[src/rtl/rrfp_pkg.sv]
// Shared types and constants of the receiver response frame parser.
package rrfp_pkg;

	localparam int STORE_DEPTH = 11;
	localparam int IDX_W = $clog2(STORE_DEPTH);

	typedef logic [3:0] count_t;
	typedef logic [IDX_W-1:0] index_t;

	// Header bytes that open a frame.
	localparam logic [7:0] HDR_SIGNAL = 8'h58;  // 'X'
	localparam logic [7:0] HDR_ERROR = 8'h5A;   // 'Z'
	localparam logic [7:0] HDR_VERSION = 8'h56; // 'V'
	localparam logic [7:0] HDR_POWERON = 8'h44; // 'D'

	// Bytes that follow each header.
	localparam count_t LEN_SIGNAL = 4'd3;
	localparam count_t LEN_ERROR = 4'd1;
	localparam count_t LEN_VERSION = 4'd6;
	localparam count_t LEN_POWERON = 4'd10;

	localparam logic [23:0] VER_TAG = "VER";
	localparam logic [71:0] DSP_TAG = "DSP START";

	localparam logic [15:0] VERSION_VALUE = 16'd103;
	localparam logic [15:0] POWERON_VALUE = 16'd1;
	localparam logic [15:0] ERROR_VALUE = 16'd0;

	typedef enum logic [1:0] {
		KIND_SIGNAL = 2'd0,
		KIND_ERROR = 2'd1,
		KIND_VERSION = 2'd2,
		KIND_POWERON = 2'd3
	} event_kind_t;

	// Frame tracking state, brought out of the core for checking.
	typedef struct packed {
		count_t bytes_left;
		index_t write_index;
	} rrfp_status_t;

endpackage

[src/rtl/rrfp_in_stage.sv]
// Input register stage of the frame parser with its stall generation.
module rrfp_in_stage
	import rrfp_pkg::*;
(
	input  logic       clk,
	input  logic       arst_n,
	input  logic       in_valid,
	input  logic [7:0] rx_byte,
	input  logic       advance,
	output logic       in_stall,
	output logic       valid_s1,
	output logic [7:0] byte_s1
);

	logic accept;

	// The stage holds its byte only while the core cannot take it.
	assign in_stall = valid_s1 & ~advance;
	assign accept = in_valid & ~in_stall;

	always_ff @(posedge clk or negedge arst_n) begin
		if (!arst_n) begin
			valid_s1 <= 1'b0;
		end else begin
			valid_s1 <= accept | (valid_s1 & ~advance);
		end
	end

	always_ff @(posedge clk) begin
		if (accept) begin
			byte_s1 <= rx_byte;
		end
	end

endmodule

[src/rtl/rrfp_frame_core.sv]
// Frame state, byte store, end-of-frame decode and result register.
module rrfp_frame_core
	import rrfp_pkg::*;
(
	input  logic         clk,
	input  logic         arst_n,
	input  logic         valid_s1,
	input  logic [7:0]   byte_s1,
	input  logic         out_stall,
	output logic         advance,
	output logic         out_valid,
	output logic [1:0]   event_kind,
	output logic [15:0]  event_value,
	output rrfp_status_t status
);

	count_t bytes_left_q;
	index_t write_index_q;
	logic [7:0] frame_store_q [STORE_DEPTH];

	count_t bytes_left_d;
	index_t write_index_d;
	logic store_we;
	index_t store_wa;
	logic emit;
	event_kind_t kind_d;
	logic [15:0] value_d;
	logic out_valid_s2;
	event_kind_t kind_s2;
	logic [15:0] value_s2;

	assign advance = valid_s1 & (~out_valid_s2 | ~out_stall);

	always_comb begin
		bytes_left_d = bytes_left_q;
		write_index_d = write_index_q;
		store_we = 1'b0;
		store_wa = write_index_q;
		emit = 1'b0;
		kind_d = KIND_ERROR;
		value_d = ERROR_VALUE;
		if (bytes_left_q == '0) begin
			write_index_d = index_t'(1);
			store_wa = '0;
			store_we = 1'b1;
			unique case (byte_s1)
				HDR_SIGNAL: bytes_left_d = LEN_SIGNAL;
				HDR_ERROR: bytes_left_d = LEN_ERROR;
				HDR_VERSION: bytes_left_d = LEN_VERSION;
				HDR_POWERON: bytes_left_d = LEN_POWERON;
				default: store_we = 1'b0;
			endcase
		end else begin
			if (write_index_q < index_t'(STORE_DEPTH)) begin
				store_we = 1'b1;
				write_index_d = write_index_q + index_t'(1);
			end
			bytes_left_d = bytes_left_q - count_t'(1);
			// The last byte closes the frame; only earlier entries are examined.
			if (bytes_left_q == count_t'(1)) begin
				if (frame_store_q[0] == HDR_SIGNAL) begin
					emit = 1'b1;
					kind_d = KIND_SIGNAL;
					value_d = {frame_store_q[1], frame_store_q[2]};
				end else if (frame_store_q[0] == HDR_ERROR) begin
					emit = 1'b1;
					kind_d = KIND_ERROR;
					value_d = ERROR_VALUE;
				end else if ({frame_store_q[0], frame_store_q[1], frame_store_q[2]}
						== VER_TAG) begin
					emit = 1'b1;
					kind_d = KIND_VERSION;
					value_d = VERSION_VALUE;
				end else if ({frame_store_q[0], frame_store_q[1], frame_store_q[2],
						frame_store_q[3], frame_store_q[4], frame_store_q[5],
						frame_store_q[6], frame_store_q[7], frame_store_q[8]}
						== DSP_TAG) begin
					emit = 1'b1;
					kind_d = KIND_POWERON;
					value_d = POWERON_VALUE;
				end
			end
		end
	end

	always_ff @(posedge clk or negedge arst_n) begin
		if (!arst_n) begin
			bytes_left_q <= '0;
			write_index_q <= '0;
			out_valid_s2 <= 1'b0;
		end else begin
			if (advance) begin
				bytes_left_q <= bytes_left_d;
				write_index_q <= write_index_d;
				out_valid_s2 <= emit;
			end else if (!out_stall) begin
				out_valid_s2 <= 1'b0;
			end
		end
	end

	always_ff @(posedge clk) begin
		if (advance && store_we) begin
			frame_store_q[store_wa] <= byte_s1;
		end
		if (advance && emit) begin
			kind_s2 <= kind_d;
			value_s2 <= value_d;
		end
	end

	assign out_valid = out_valid_s2;
	assign event_kind = kind_s2;
	assign event_value = value_s2;
	assign status.bytes_left = bytes_left_q;
	assign status.write_index = write_index_q;

endmodule

[src/rtl/receiver_response_frame_parser.sv]
// Top level of the receiver response frame parser.
//
//   channel   direction  handshake            payload
//   input     in         in_valid, in_stall   rx_byte
//   output    out        out_valid, out_stall event_kind, event_value
//
// Each received byte passes through the input register and then through the
// frame decode into the result register. A new byte is accepted every cycle
// while results flow; the single result register sets that rate.
// Reset (arst_n low) returns the parser to idle with no open frame.
// A stalled result holds the core, and the input register then raises in_stall.
module receiver_response_frame_parser
	import rrfp_pkg::*;
(
	input  logic        clk,
	input  logic        arst_n,
	input  logic        in_valid,
	output logic        in_stall,
	input  logic [7:0]  rx_byte,
	output logic        out_valid,
	input  logic        out_stall,
	output logic [1:0]  event_kind,
	output logic [15:0] event_value
);

	logic valid_s1;
	logic [7:0] byte_s1;
	logic advance;
	rrfp_status_t status;

	// The input register holds one request until the core takes it.
	rrfp_in_stage u_in_stage (
		.clk      (clk),
		.arst_n   (arst_n),
		.in_valid (in_valid),
		.rx_byte  (rx_byte),
		.advance  (advance),
		.in_stall (in_stall),
		.valid_s1 (valid_s1),
		.byte_s1  (byte_s1)
	);

	// The core tracks the open frame, stores its bytes and decodes the
	// event when the last byte of a frame arrives.
	rrfp_frame_core u_core (
		.clk         (clk),
		.arst_n      (arst_n),
		.valid_s1    (valid_s1),
		.byte_s1     (byte_s1),
		.out_stall   (out_stall),
		.advance     (advance),
		.out_valid   (out_valid),
		.event_kind  (event_kind),
		.event_value (event_value),
		.status      (status)
	);

	// The input side only stalls when a result is blocked downstream.
	a_stall_cause: assert property (@(posedge clk) disable iff (!arst_n)
		in_stall |-> (valid_s1 && out_valid && out_stall))
		else $error("input stalled without a blocked result");

	// No frame is longer than the power-on frame.
	a_left_range: assert property (@(posedge clk) disable iff (!arst_n)
		status.bytes_left <= LEN_POWERON)
		else $error("bytes_left beyond the longest frame");

	// Inside a frame the store index never leaves the store.
	a_index_range: assert property (@(posedge clk) disable iff (!arst_n)
		(status.bytes_left != '0) |-> (status.write_index < index_t'(STORE_DEPTH)))
		else $error("write index out of the store inside a frame");

	// A new result always comes from a request held in the input register.
	a_result_source: assert property (@(posedge clk) disable iff (!arst_n)
		$rose(out_valid) |-> $past(valid_s1))
		else $error("result appeared without a request");

endmodule

[config.mk]
export PLATFORM = sky130hd
export DESIGN_NAME = receiver_response_frame_parser
export DESIGN_NICKNAME = d
export VERILOG_FILES = /design/src/rtl/rrfp_pkg.sv /design/src/rtl/rrfp_in_stage.sv /design/src/rtl/rrfp_frame_core.sv /design/src/rtl/receiver_response_frame_parser.sv
export SDC_FILE = /design/constraint.sdc
export NUM_CORES = 1
export LEC_CHECK = 0
export ABC_AREA = 1
export BUFFER_PORTS_ARGS = -buffer_cell sky130_fd_sc_hd__buf_2
export CAP_MARGIN = 20
export CORE_ASPECT_RATIO = 0.75
export CORE_MARGIN = 3
export CORE_UTILIZATION = 59
export CTS_CLUSTER_DIAMETER = 120
export DETAILED_ROUTE_END_ITERATION = 10
export MAX_ROUTING_LAYER = met4
export PLACE_DENSITY = 0.78
export SETUP_SLACK_MARGIN = 0.4
export SLEW_MARGIN = 30
export SYNTH_ARGS = -nofsm -noshare
export SYNTH_HDL_FRONTEND = slang
export SYNTH_SLANG_ARGS = --single-unit
export TNS_END_PERCENT = 50
[constraint.sdc]
create_clock -name clk -period 2.1 [get_ports clk]
set_input_delay 0.315 -clock clk [delete_from_list [all_inputs] [get_ports clk]]
set_output_delay 0.315 -clock clk [all_outputs]
set_load 0.005 [all_outputs]
==> results.tsv, run 1 <==
metric	value	unit
status	finished clean	
die span in y	80.27	um
f_max	555.2	MHz
CP Class	register to register	
Syn Area/Cell	12.12	um2
M3 GR Usage	5.221	%
Max-Cap Viols	0	
GR Util met1	25.00	%
wire length per cell	15.18	um
measured slew at the worst slew-check pin	0.3049	ns
Sw Share	31.90	%
Max-slew headroom	79.65	%
Synth Cell Area	4339	um2
post-DP HPWL	5104	um
Comb pwr share	24.5	%
routed wire length	7985	um
CTS tree	done	
max incr delay on CP	0.44	ns
Psw	1720	uW
skew final	0.01212	ns
GRT Max-Usage Layer	met2	
# fillers	458	
RSZ-0062 raised after global routing	yes	
Int Pwr	3671	uW
First-pass DRT Iterations	4	
placer congestion estimate	0.9009	
area of the multi-input gates	1082	um2
Syn Nets	373	
number of clock sinks	108	
core area	6962	um2
met2 GRT Util	34.19	%
Hold/Removal Path Class	primary input to register	
largest net degree at the start of global routing	20	
Critical Path AT	1.90	ns
min cycle time layout	1.801	ns
synth warn	0	
share of total power in the clock network	23.7	%
final setup TNS	0	ns
crit end category	register	
starting density of the core	62.33	%
Die Area	8430	um2
Area growth, synth to finish	19.69	%
endpoints failing setup	0	
CP max FO	8	
Rows	26	
Final Cell Area	5194	um2
fin crit share	85.77	%
Synth cell types	30	
R2R Setup Slk	0.30	ns
Req. time, crit path	2.19	ns
Core Util, Final	74.60	%
Post-Syn Instances	358	
diode count	0	
Yosys reg bits	108	
total grt overflow	0	
first-pass GRT wire length	12620	um
ANT nets after route	0	
pwr/cell area	1038	nW/um2
Clk Tree Root Cell	clkbuf_8	
Total GRT Usage	20.32	%
htree depth	3	
Residual DRC	0	
fraction of layout cells with a size suffix above 1	27.34	%
fin. max-slew vios	0	
number of port buffers	31	
crit-path cells	nor2_2 -> nand4_1 -> nand3b_1 -> nand3_2 -> nand2_2 -> clkinvlp_4 -> clkbuf_16	
Clock Path Buffers	2	
later-pin clock latency in the skew report	0.36	ns
nets@finish	438	
R2R cell count	7	
Critical Path Source Type	register	
sequential share of the synthesized area	73.59	%
initial antenna violation count	0	
Pleak	0.002112	uW
number of global-route vias before repair	2639	
final-report hold violation count	0	
Worst-path clk slew	0.11	ns
I/O pin cnt	32	
VDD IR max	734.9	uV
placed inst area	4750	um2
depth of the worst hold-timing path	1	
vias post-DR	2715	
WHS	0.1309	ns
die width	105.0	um
Total Power	5391	uW
1st-iter DRT viols	159	
FF/Latch Area	3194	um2
Vias per Instance	5.162	
Worst path slowest cell	edfxtp_1	
CTS buffer count	9	
Seq pwr share	51.8	%
[synthesized netlist by cell type]
cell type	number	area share, %
a21oi_1	1	0.12
a2bb2oi_1	1	0.20
buf_2	1	0.12
buf_6	1	0.26
dfrtp_1	10	5.8
edfxtp_1	98	68
ha_1	3	0.87
inv_1	50	4.3
inv_2	3	0.26
inv_4	2	0.29
nand2_1	61	5.3
nand2_2	2	0.29
nand2_4	2	0.52
nand3_1	8	0.92
nand3_2	2	0.46
nand3b_1	1	0.17
nand4_1	8	1.2
nand4_4	1	0.49
nor2_1	78	6.7
nor2_2	3	0.43
nor2_4	1	0.26
nor3_1	3	0.35
nor3_2	1	0.23
nor3b_2	1	0.29
o21ai_0	8	0.92
o21ai_1	3	0.35
o21ai_2	2	0.40
o21ai_4	1	0.37
or2_2	1	0.14
xnor2_1	1	0.20
[sequential cells by signal, summed over array words and instances, names as in the netlist]
| register | count |
|---|---|
| u_core.event_value | 16 |
| u_in_stage.valid_s1 | 1 |
| u_core.event_kind | 2 |
| u_core.out_valid | 1 |
| u_core.bytes_left_q | 4 |
| u_core.frame_store_q | 72 |
| u_core.write_index_q | 4 |
| u_in_stage.byte_s1 | 8 |
[worst paths after layout]
path,from,end
worst max-delay path,u_core.frame_store_q[0][3],u_core.event_value[0]
worst min register to register,u_core.bytes_left_q[1],u_core.bytes_left_q[1]
worst min-delay path,rx_byte[5],u_in_stage.byte_s1[5]
worst max register to register,u_core.frame_store_q[0][3],u_core.event_value[0]
max in group asynchronous,arst_n,u_core.write_index_q[0]
min in group asynchronous,arst_n,u_core.out_valid
[area by class of cell]
cell class	instances	share of cell area (%)
Tap cell	98	2.361
Timing Repair Buffer	55	7.083
Multi-Input combinational cell	194	20.84
Clock buffer	9	2.385
Sequential cell	108	61.50
Clock inverter	7	1.590
Inverter	55	4.240
[through the flow]
stage               std cells  setup WS (ns)
detailed placement        493         0.1398
floorplan                 358         0.4170
global placement          493         0.2148
global route              526         0.2059
CTS                       524         0.3789
finish                    526         0.2989
[what timing repair did]
item                                   in CTS  in global routing
setup endpoints to repair                  90                 93
buffers inserted                           13                  1
gates cloned                                1                  1
resized for setup                          12                  8
endpoints found under the hold margin      10                  0
hold buffers                                1                  0
pin swaps                                   7                 12
[cell usage in the layout (no fill, tap or decap), drive strengths merged]
master        n
buf          53
or2           1
inv          56
clkbuf       10
o21ai        14
nor3b         1
dlygate4sd3   1
a2bb2oi       1
nand3        10
dfrtp        10
edfxtp       98
clkinv        2
bufinv        1
xnor2         1
nor3          4
nor2         82
nand3b        1
a21oi         1
ha            3
nand4         9
clkinvlp      3
nand2        66
[critical path: cells and delay by family (launching register included)]
family        cells  cell delay (ns)
buf+inv           2             0.31
flops             1             0.44
simple gates      5             0.79
[metal layers]
layer  up-vias  part of all wire [%]
li1       1313                     -
met1      1286                    43
met2       101                    49
met3        15                   7.0
met4         0                   1.4
met5         -                     0
[logic make-up after synthesis]
kind of cell,share of synthesized area (%)
fa+ha+maj,0.8651
compound gates,2.365
flops,73.59
simple gates,17.73
buf+inv,5.248
xor+xnor,0.2019
[power by group through the flow]
stage	registers, uW	logic (uW)	clock network (uW)
after floorplan	2820	828	0
after global placement	2840	1040	0
after detailed placement	2850	1060	0
after CTS	2780	1270	1290
after global routing	2820	1460	1400
final	2790	1320	1280
(Power assumes the default switching activity.)
==> inputs of run 2 (changes only) <==
- ABC_AREA: 1 -> unset
- ABC_CLOCK_PERIOD_IN_PS: unset -> 1700
- PLACE_DENSITY: 0.78 -> 0.79
- clock period: 2.1 -> 1.7 ns (I/O delays scaled with it)
==> results.tsv, run 2 <==
metric	value	unit
status	finished with violations	
failing checks	negative setup slack	
FF-to-FF End	u_core.event_value[9]	
Setup WS post-layout	-0.6167	ns
vias post-DR	2801	
hold endpoint	u_in_stage.byte_s1[1]	
min cycle time layout	2.317	ns
placed inst area	4996	um2
CTS buffer count	9	
die span in y	78.30	um
routed wire length	10530	um
Biggest register	u_core.frame_store_q	
wire length per cell	23.82	um
Synth Cell Area	4111	um2
First-pass DRT Iterations	6	
f_max	431.7	MHz
Syn Nets	260	
Total GRT Usage	26.36	%
1st-iter DRT viols	289	
Die Area	8017	um2
Final Cell Area	5537	um2
most frequent cells in the layout	edfxtp_1 (98), buf_4 (55), buf_2 (31), buf_6 (11)	
Req. time, crit path	1.79	ns
FF-to-FF Start	u_core.frame_store_q[4][3]	
die width	102.4	um
Area contributors post-synth	edfxtp_1 (72%), dfrtp_1 (6.1%), nor4b_1 (2.3%), and2_1 (1.8%), nand2_1 (1.0%)	
RSZ-0062 raised after global routing	yes	
Residual DRC	0	
Worst path top cell family by delay	simple AND/OR/NAND/NOR gates	
CTS tree	done	
starting density of the core	62.89	%
largest net degree at the start of global routing	19	
Synth top area share	71.58	%
Syn Area/Cell	16.78	um2
endpoints failing setup	114	
number of port buffers	31	
hold_sp	rx_byte[1]	
Max-Cap Viols	0	
R2R Setup Slk	-0.62	ns
max incr delay on CP	0.50	ns
Max-slew headroom	66.98	%
area leader, netlist	edfxtp_1	
Hold/Removal Path Class	primary input to register	
Vias per Instance	6.337	
Post-synth top cells	edfxtp_1 (98), and2_1 (12), nand2_1 (11), nor4b_1 (11)	
number of global-route vias before repair	2744	
initial antenna violation count	0	
Worst path slowest cell	nor4b_1	
R2R cell count	6	
post-DP HPWL	5611	um
diode count	0	
Yosys reg bits	108	
Buf+Inv Stages, Crit Path	1	
synth warn	0	
measured slew at the worst slew-check pin	0.4884	ns
Critical Path Source Type	register	
Synth cell types	49	
final-report hold violation count	0	
core area	6538	um2
Worst-path clk slew	0.11	ns
top-count cell post-synth	edfxtp_1	
nets@finish	371	
fin crit share	136.3	%
max reg flops	72	
Area growth, synth to finish	34.66	%
# fillers	278	
async set-or-reset flop fraction in the synthesized netlist	9.259	%
Pleak	0.002002	uW
first-pass GRT wire length	14890	um
Rows	25	
skew final	0.01314	ns
placer congestion estimate	0.8352	
total grt overflow	0	
I/O pin cnt	32	
Total Power	7047	uW
fin. max-slew vios	0	
pwr/cell area	1273	nW/um2
ANT nets after route	0	
CP max FO	18	
crit end category	register	
commonest non-fill, non-tap cell in the layout	edfxtp_1	
depth of the worst hold-timing path	1	
Most used DFF post-synth	edfxtp_1	
Critical Path AT	2.40	ns
crit path launch	u_core.frame_store_q[4][3]	
CP Class	register to register	
crit-path cells	nor4b_1 -> nand3_1 -> nor4_4 -> o21ai_2 -> a21oi_4 -> buf_12	
Post-synth EDFFs	98	
VDD IR max	1018	uV
Post-Syn Instances	245	
sequential share of the synthesized area	77.66	%
Clock Path Buffers	2	
number of clock sinks	108	
htree depth	3	
later-pin clock latency in the skew report	0.37	ns
Clk Tree Root Cell	clkbuf_8	
fraction of layout cells with a size suffix above 1	46.81	%
-- run 2: cell count changes in the layout (fill, tap and decap cells not counted), sizes merged, moves of 7 or more --
cell	delta
buf	+51
nor4b	+13
and2	+12
nand3	-7
nor2	-72
o21ai	-8
inv	-48
nand2	-55
-- run 2: timing repair --
action                     4_1_cts  5_1_grt
setup buffers                    8        7
pin swaps                       26       11
cloned                           1        0
setup endpoints to repair      119      127
resized for setup               31       18
hold buffers                     1        0
hold endpoints to repair        10        0
-- run 2: layout make-up --
| class | instances | area [um2] | area share (%) |
|---|---|---|---|
| Tap cell | 81 | 101.3 | 1.831 |
| Clock buffer | 10 | 127.6 | 2.305 |
| Sequential cell | 108 | 3193 | 57.67 |
| Clock inverter | 6 | 48.80 | 0.8814 |
| Multi-Input combinational cell | 126 | 1201 | 21.69 |
| Inverter | 6 | 22.52 | 0.4068 |
| Timing Repair Buffer | 105 | 842.1 | 15.21 |
-- run 2: worst max path at each step --
stage               cells after the start                endpoint
finish                                  6   u_core.event_value[9]
global route                            6  u_core.event_value[15]
CTS                                     6   u_core.event_value[9]
detailed placement                      6  u_core.event_value[10]
global placement                        6   u_core.event_value[2]
floorplan                               5    u_core.event_kind[0]
-- run 2: per-stage QoR --
step | TNS [ns] | setup slack [ns] | std cells | hold slack [ns] | utilization, %
global placement | -16.18 | -0.2939 | 409 | 0.1329 | 76.42
floorplan | -13.37 | -0.3231 | 245 | -0.04059 | -
CTS | -13.68 | -0.2679 | 435 | 0.05536 | 82.39
finish | -29.35 | -0.6167 | 442 | 0.05847 | 84.69
global route | -34.60 | -0.7300 | 442 | 0.04850 | 84.69
detailed placement | -20.91 | -0.3553 | 409 | 0.1316 | 76.42
-- run 2: cells by family (layout without fill, tap and decap cells) --
kind of cell | after synthesis | after routing | synth area share, %
muxes | 1 | 1 | 0.2435
and+or+nand+nor | 90 | 90 | 14.52
DFF | 108 | 108 | 77.66
AOI/OAI and AO/OA | 31 | 31 | 5.357
adders and majority gates | 3 | 3 | 0.9131
buffers and inverters | 11 | 127 | 1.095
xor gates and xnor gates | 1 | 1 | 0.2131
-- run 2: power by group --
| part | leakage (uW) | switching, uW | internal [uW] | total (uW) |
|---|---|---|---|---|
| combinational | 0.000933 | 1140 | 962 | 2100 |
| sequential | 0.000985 | 268 | 3250 | 3520 |
| clock | 0.0000848 | 882 | 549 | 1430 |
| total | 0.00200 | 2290 | 4760 | 7050 |
-- run 2: layer usage --
layer | global-route usage (%) | part of all wire [%]
met1 | 33.00 | 39
met2 | 42.87 | 50
met3 | 7.016 | 8.5
met4 | 7.602 | 3.1
met5 | - | 0
-- run 2: worst register-to-register path: stages, from the launching register on --
cell      delay (ns)
edfxtp_1        0.41
nor4b_1         0.50
nand3_1         0.28
nor4_4          0.38
o21ai_2         0.13
a21oi_4         0.16
buf_12          0.17
==> inputs of run 3 (changes only) <==
- ABC_AREA: unset -> 1
- ABC_CLOCK_PERIOD_IN_PS: 1700 -> 2200
- PLACE_DENSITY: 0.79 -> 0.78
- clock period: 1.7 -> 2.2 ns (I/O delays scaled with it)
==> results.tsv, run 3 (synthesized netlist as in run 1, its figures left out) <==
metric	value	unit
Area growth, synth to finish	19.29	%
f_max	538.9	MHz
Critical Path AT	1.94	ns
CTS tree	done	
fin crit share	84.35	%
Post-Place Cells	503	
Clk Tree Root Cell	clkbuf_8	
Total GRT Usage	20.20	%
GRT Max-Usage Layer	met2	
GR Util met1	26.04	%
CP Class	register to register	
number of clock sinks	108	
measured slew at the worst slew-check pin	0.3040	ns
min cycle time layout	1.856	ns
Die Area	8430	um2
CP max FO	9	
Worst-path clk slew	0.10	ns
wire length per cell	15.73	um
met2 GRT Util	30.47	%
Rows	26	
die span in y	80.27	um
Max-Cap Viols	0	
RSZ-0062 raised after global routing	yes	
CTS buffer count	9	
Clock Path Buffers	2	
ANT nets after route	0	
Residual DRC	0	
VDD IR max	744.3	uV
routed wire length	8461	um
Pleak	0.002159	uW
commonest non-fill, non-tap cell in the layout	edfxtp_1	
initial antenna violation count	0	
Critical Path Source Type	register	
endpoints failing setup	0	
number of port buffers	31	
I/O pin cnt	32	
Total Power	4954	uW
final setup TNS	0	ns
First-pass DRT Iterations	5	
later-pin clock latency in the skew report	0.36	ns
skew final	0.009058	ns
largest net degree at the start of global routing	20	
Core Util, Final	74.35	%
most frequent cells in the layout	edfxtp_1 (98), nor2_1 (68), nand2_1 (59), inv_1 (45), buf_4 (33)	
WHS	0.1380	ns
diode count	0	
first-pass GRT wire length	12120	um
M3 GR Usage	4.739	%
placer congestion estimate	0.8545	
FF-to-FF Start	u_core.frame_store_q[0][5]	
vias post-DR	2757	
final-report hold violation count	0	
nets@finish	450	
die width	105.0	um
Final Non-Filler Cells	538	
starting density of the core	62.33	%
status	finished clean	
fin. max-slew vios	0	
crit path launch	u_core.frame_store_q[0][5]	
Max-slew headroom	79.66	%
total grt overflow	0	
fraction of layout cells with a size suffix above 1	29.09	%
Hold/Removal Path Class	primary input to register	
pwr/cell area	957.1	nW/um2
1st-iter DRT viols	224	
Vias per Instance	5.125	
crit end category	register	
max reg flops	72	
htree depth	3	
Biggest register	u_core.frame_store_q	
core area	6962	um2
number of global-route vias before repair	2483	
hold_sp	rx_byte[0]	
post-DP HPWL	5422	um
Req. time, crit path	2.29	ns
-- run 3: changes by cell type in the layout (fill, tap and decap cells not counted), sizes merged, moves of 5 or more --
cell | before | now
and2 | 12 | 0
a21oi | 6 | 1
nand2 | 11 | 65
inv | 8 | 59
nand3 | 3 | 10
nor2 | 10 | 82
buf | 104 | 66
nor4b | 13 | 0
nor4 | 6 | 0
o21ai | 6 | 14
nand4 | 4 | 9
-- run 3: through the flow --
step / worst slack, ns / instance area [um2]
3_3_place_gp: 0.3306 / 4736
3_5_place_dp: 0.2939 / 4736
5_1_grt: 0.3336 / 5176
4_1_cts: 0.4014 / 4989
2_1_floorplan: 0.2956 / 4339
6_report: 0.3442 / 5176
-- run 3: layer usage --
metal	wire, um	vias to the layer above
met5	0	-
met4	232	0
met3	599	21
met2	4076	129
met1	3552	1269
li1	-	1338
-- run 3: critical path: stages, from the launching register on --
cell and delay (ns):
edfxtp_1 0.43, buf_4 0.16, nor2_1 0.09, nand2_1 0.11
nor2_1 0.15, nand3b_1 0.16, nand3_1 0.15, nand2_2 0.09
inv_4 0.10, buf_12 0.13
-- run 3: final cells by class --
cell class	instances	area [um2]
clock buffers	9	123.9
clock inverters	7	55.05
flip-flops and latches	108	3196
fillers	441	1785
well taps	98	122.6
repair buffers	68	469.2
multi-input cells	193	991.0
inverters	55	219.0
-- run 3: what timing repair did --
action	in CTS	in global routing
resized for setup	7	26
gates cloned	0	2
pin swaps	2	7
hold buffers	1	0
hold endpoints to repair	10	0
buffers inserted	6	10
setup endpoints to repair	90	93
-- run 3: path summary, 6_finish.rpt --
path | depth (start not counted) | slack (ns) | endpoint
min | 1 | 0.14 | u_in_stage.byte_s1[0]
min in group asynchronous | 2 | 0.36 | u_in_stage.valid_s1
max | 9 | 0.34 | u_core.event_value[8]
max in group asynchronous | 2 | 1.65 | u_core.write_index_q[0]
max reg2reg | 9 | 0.34 | u_core.event_value[8]
min reg2reg | 2 | 0.55 | u_core.bytes_left_q[1]
-- run 3: power breakdown --
group	internal [uW]	leakage [uW]	switching (uW)
clock	426	0.0000870	669
sequential	2520	0.00106	158
combinational	454	0.00102	728
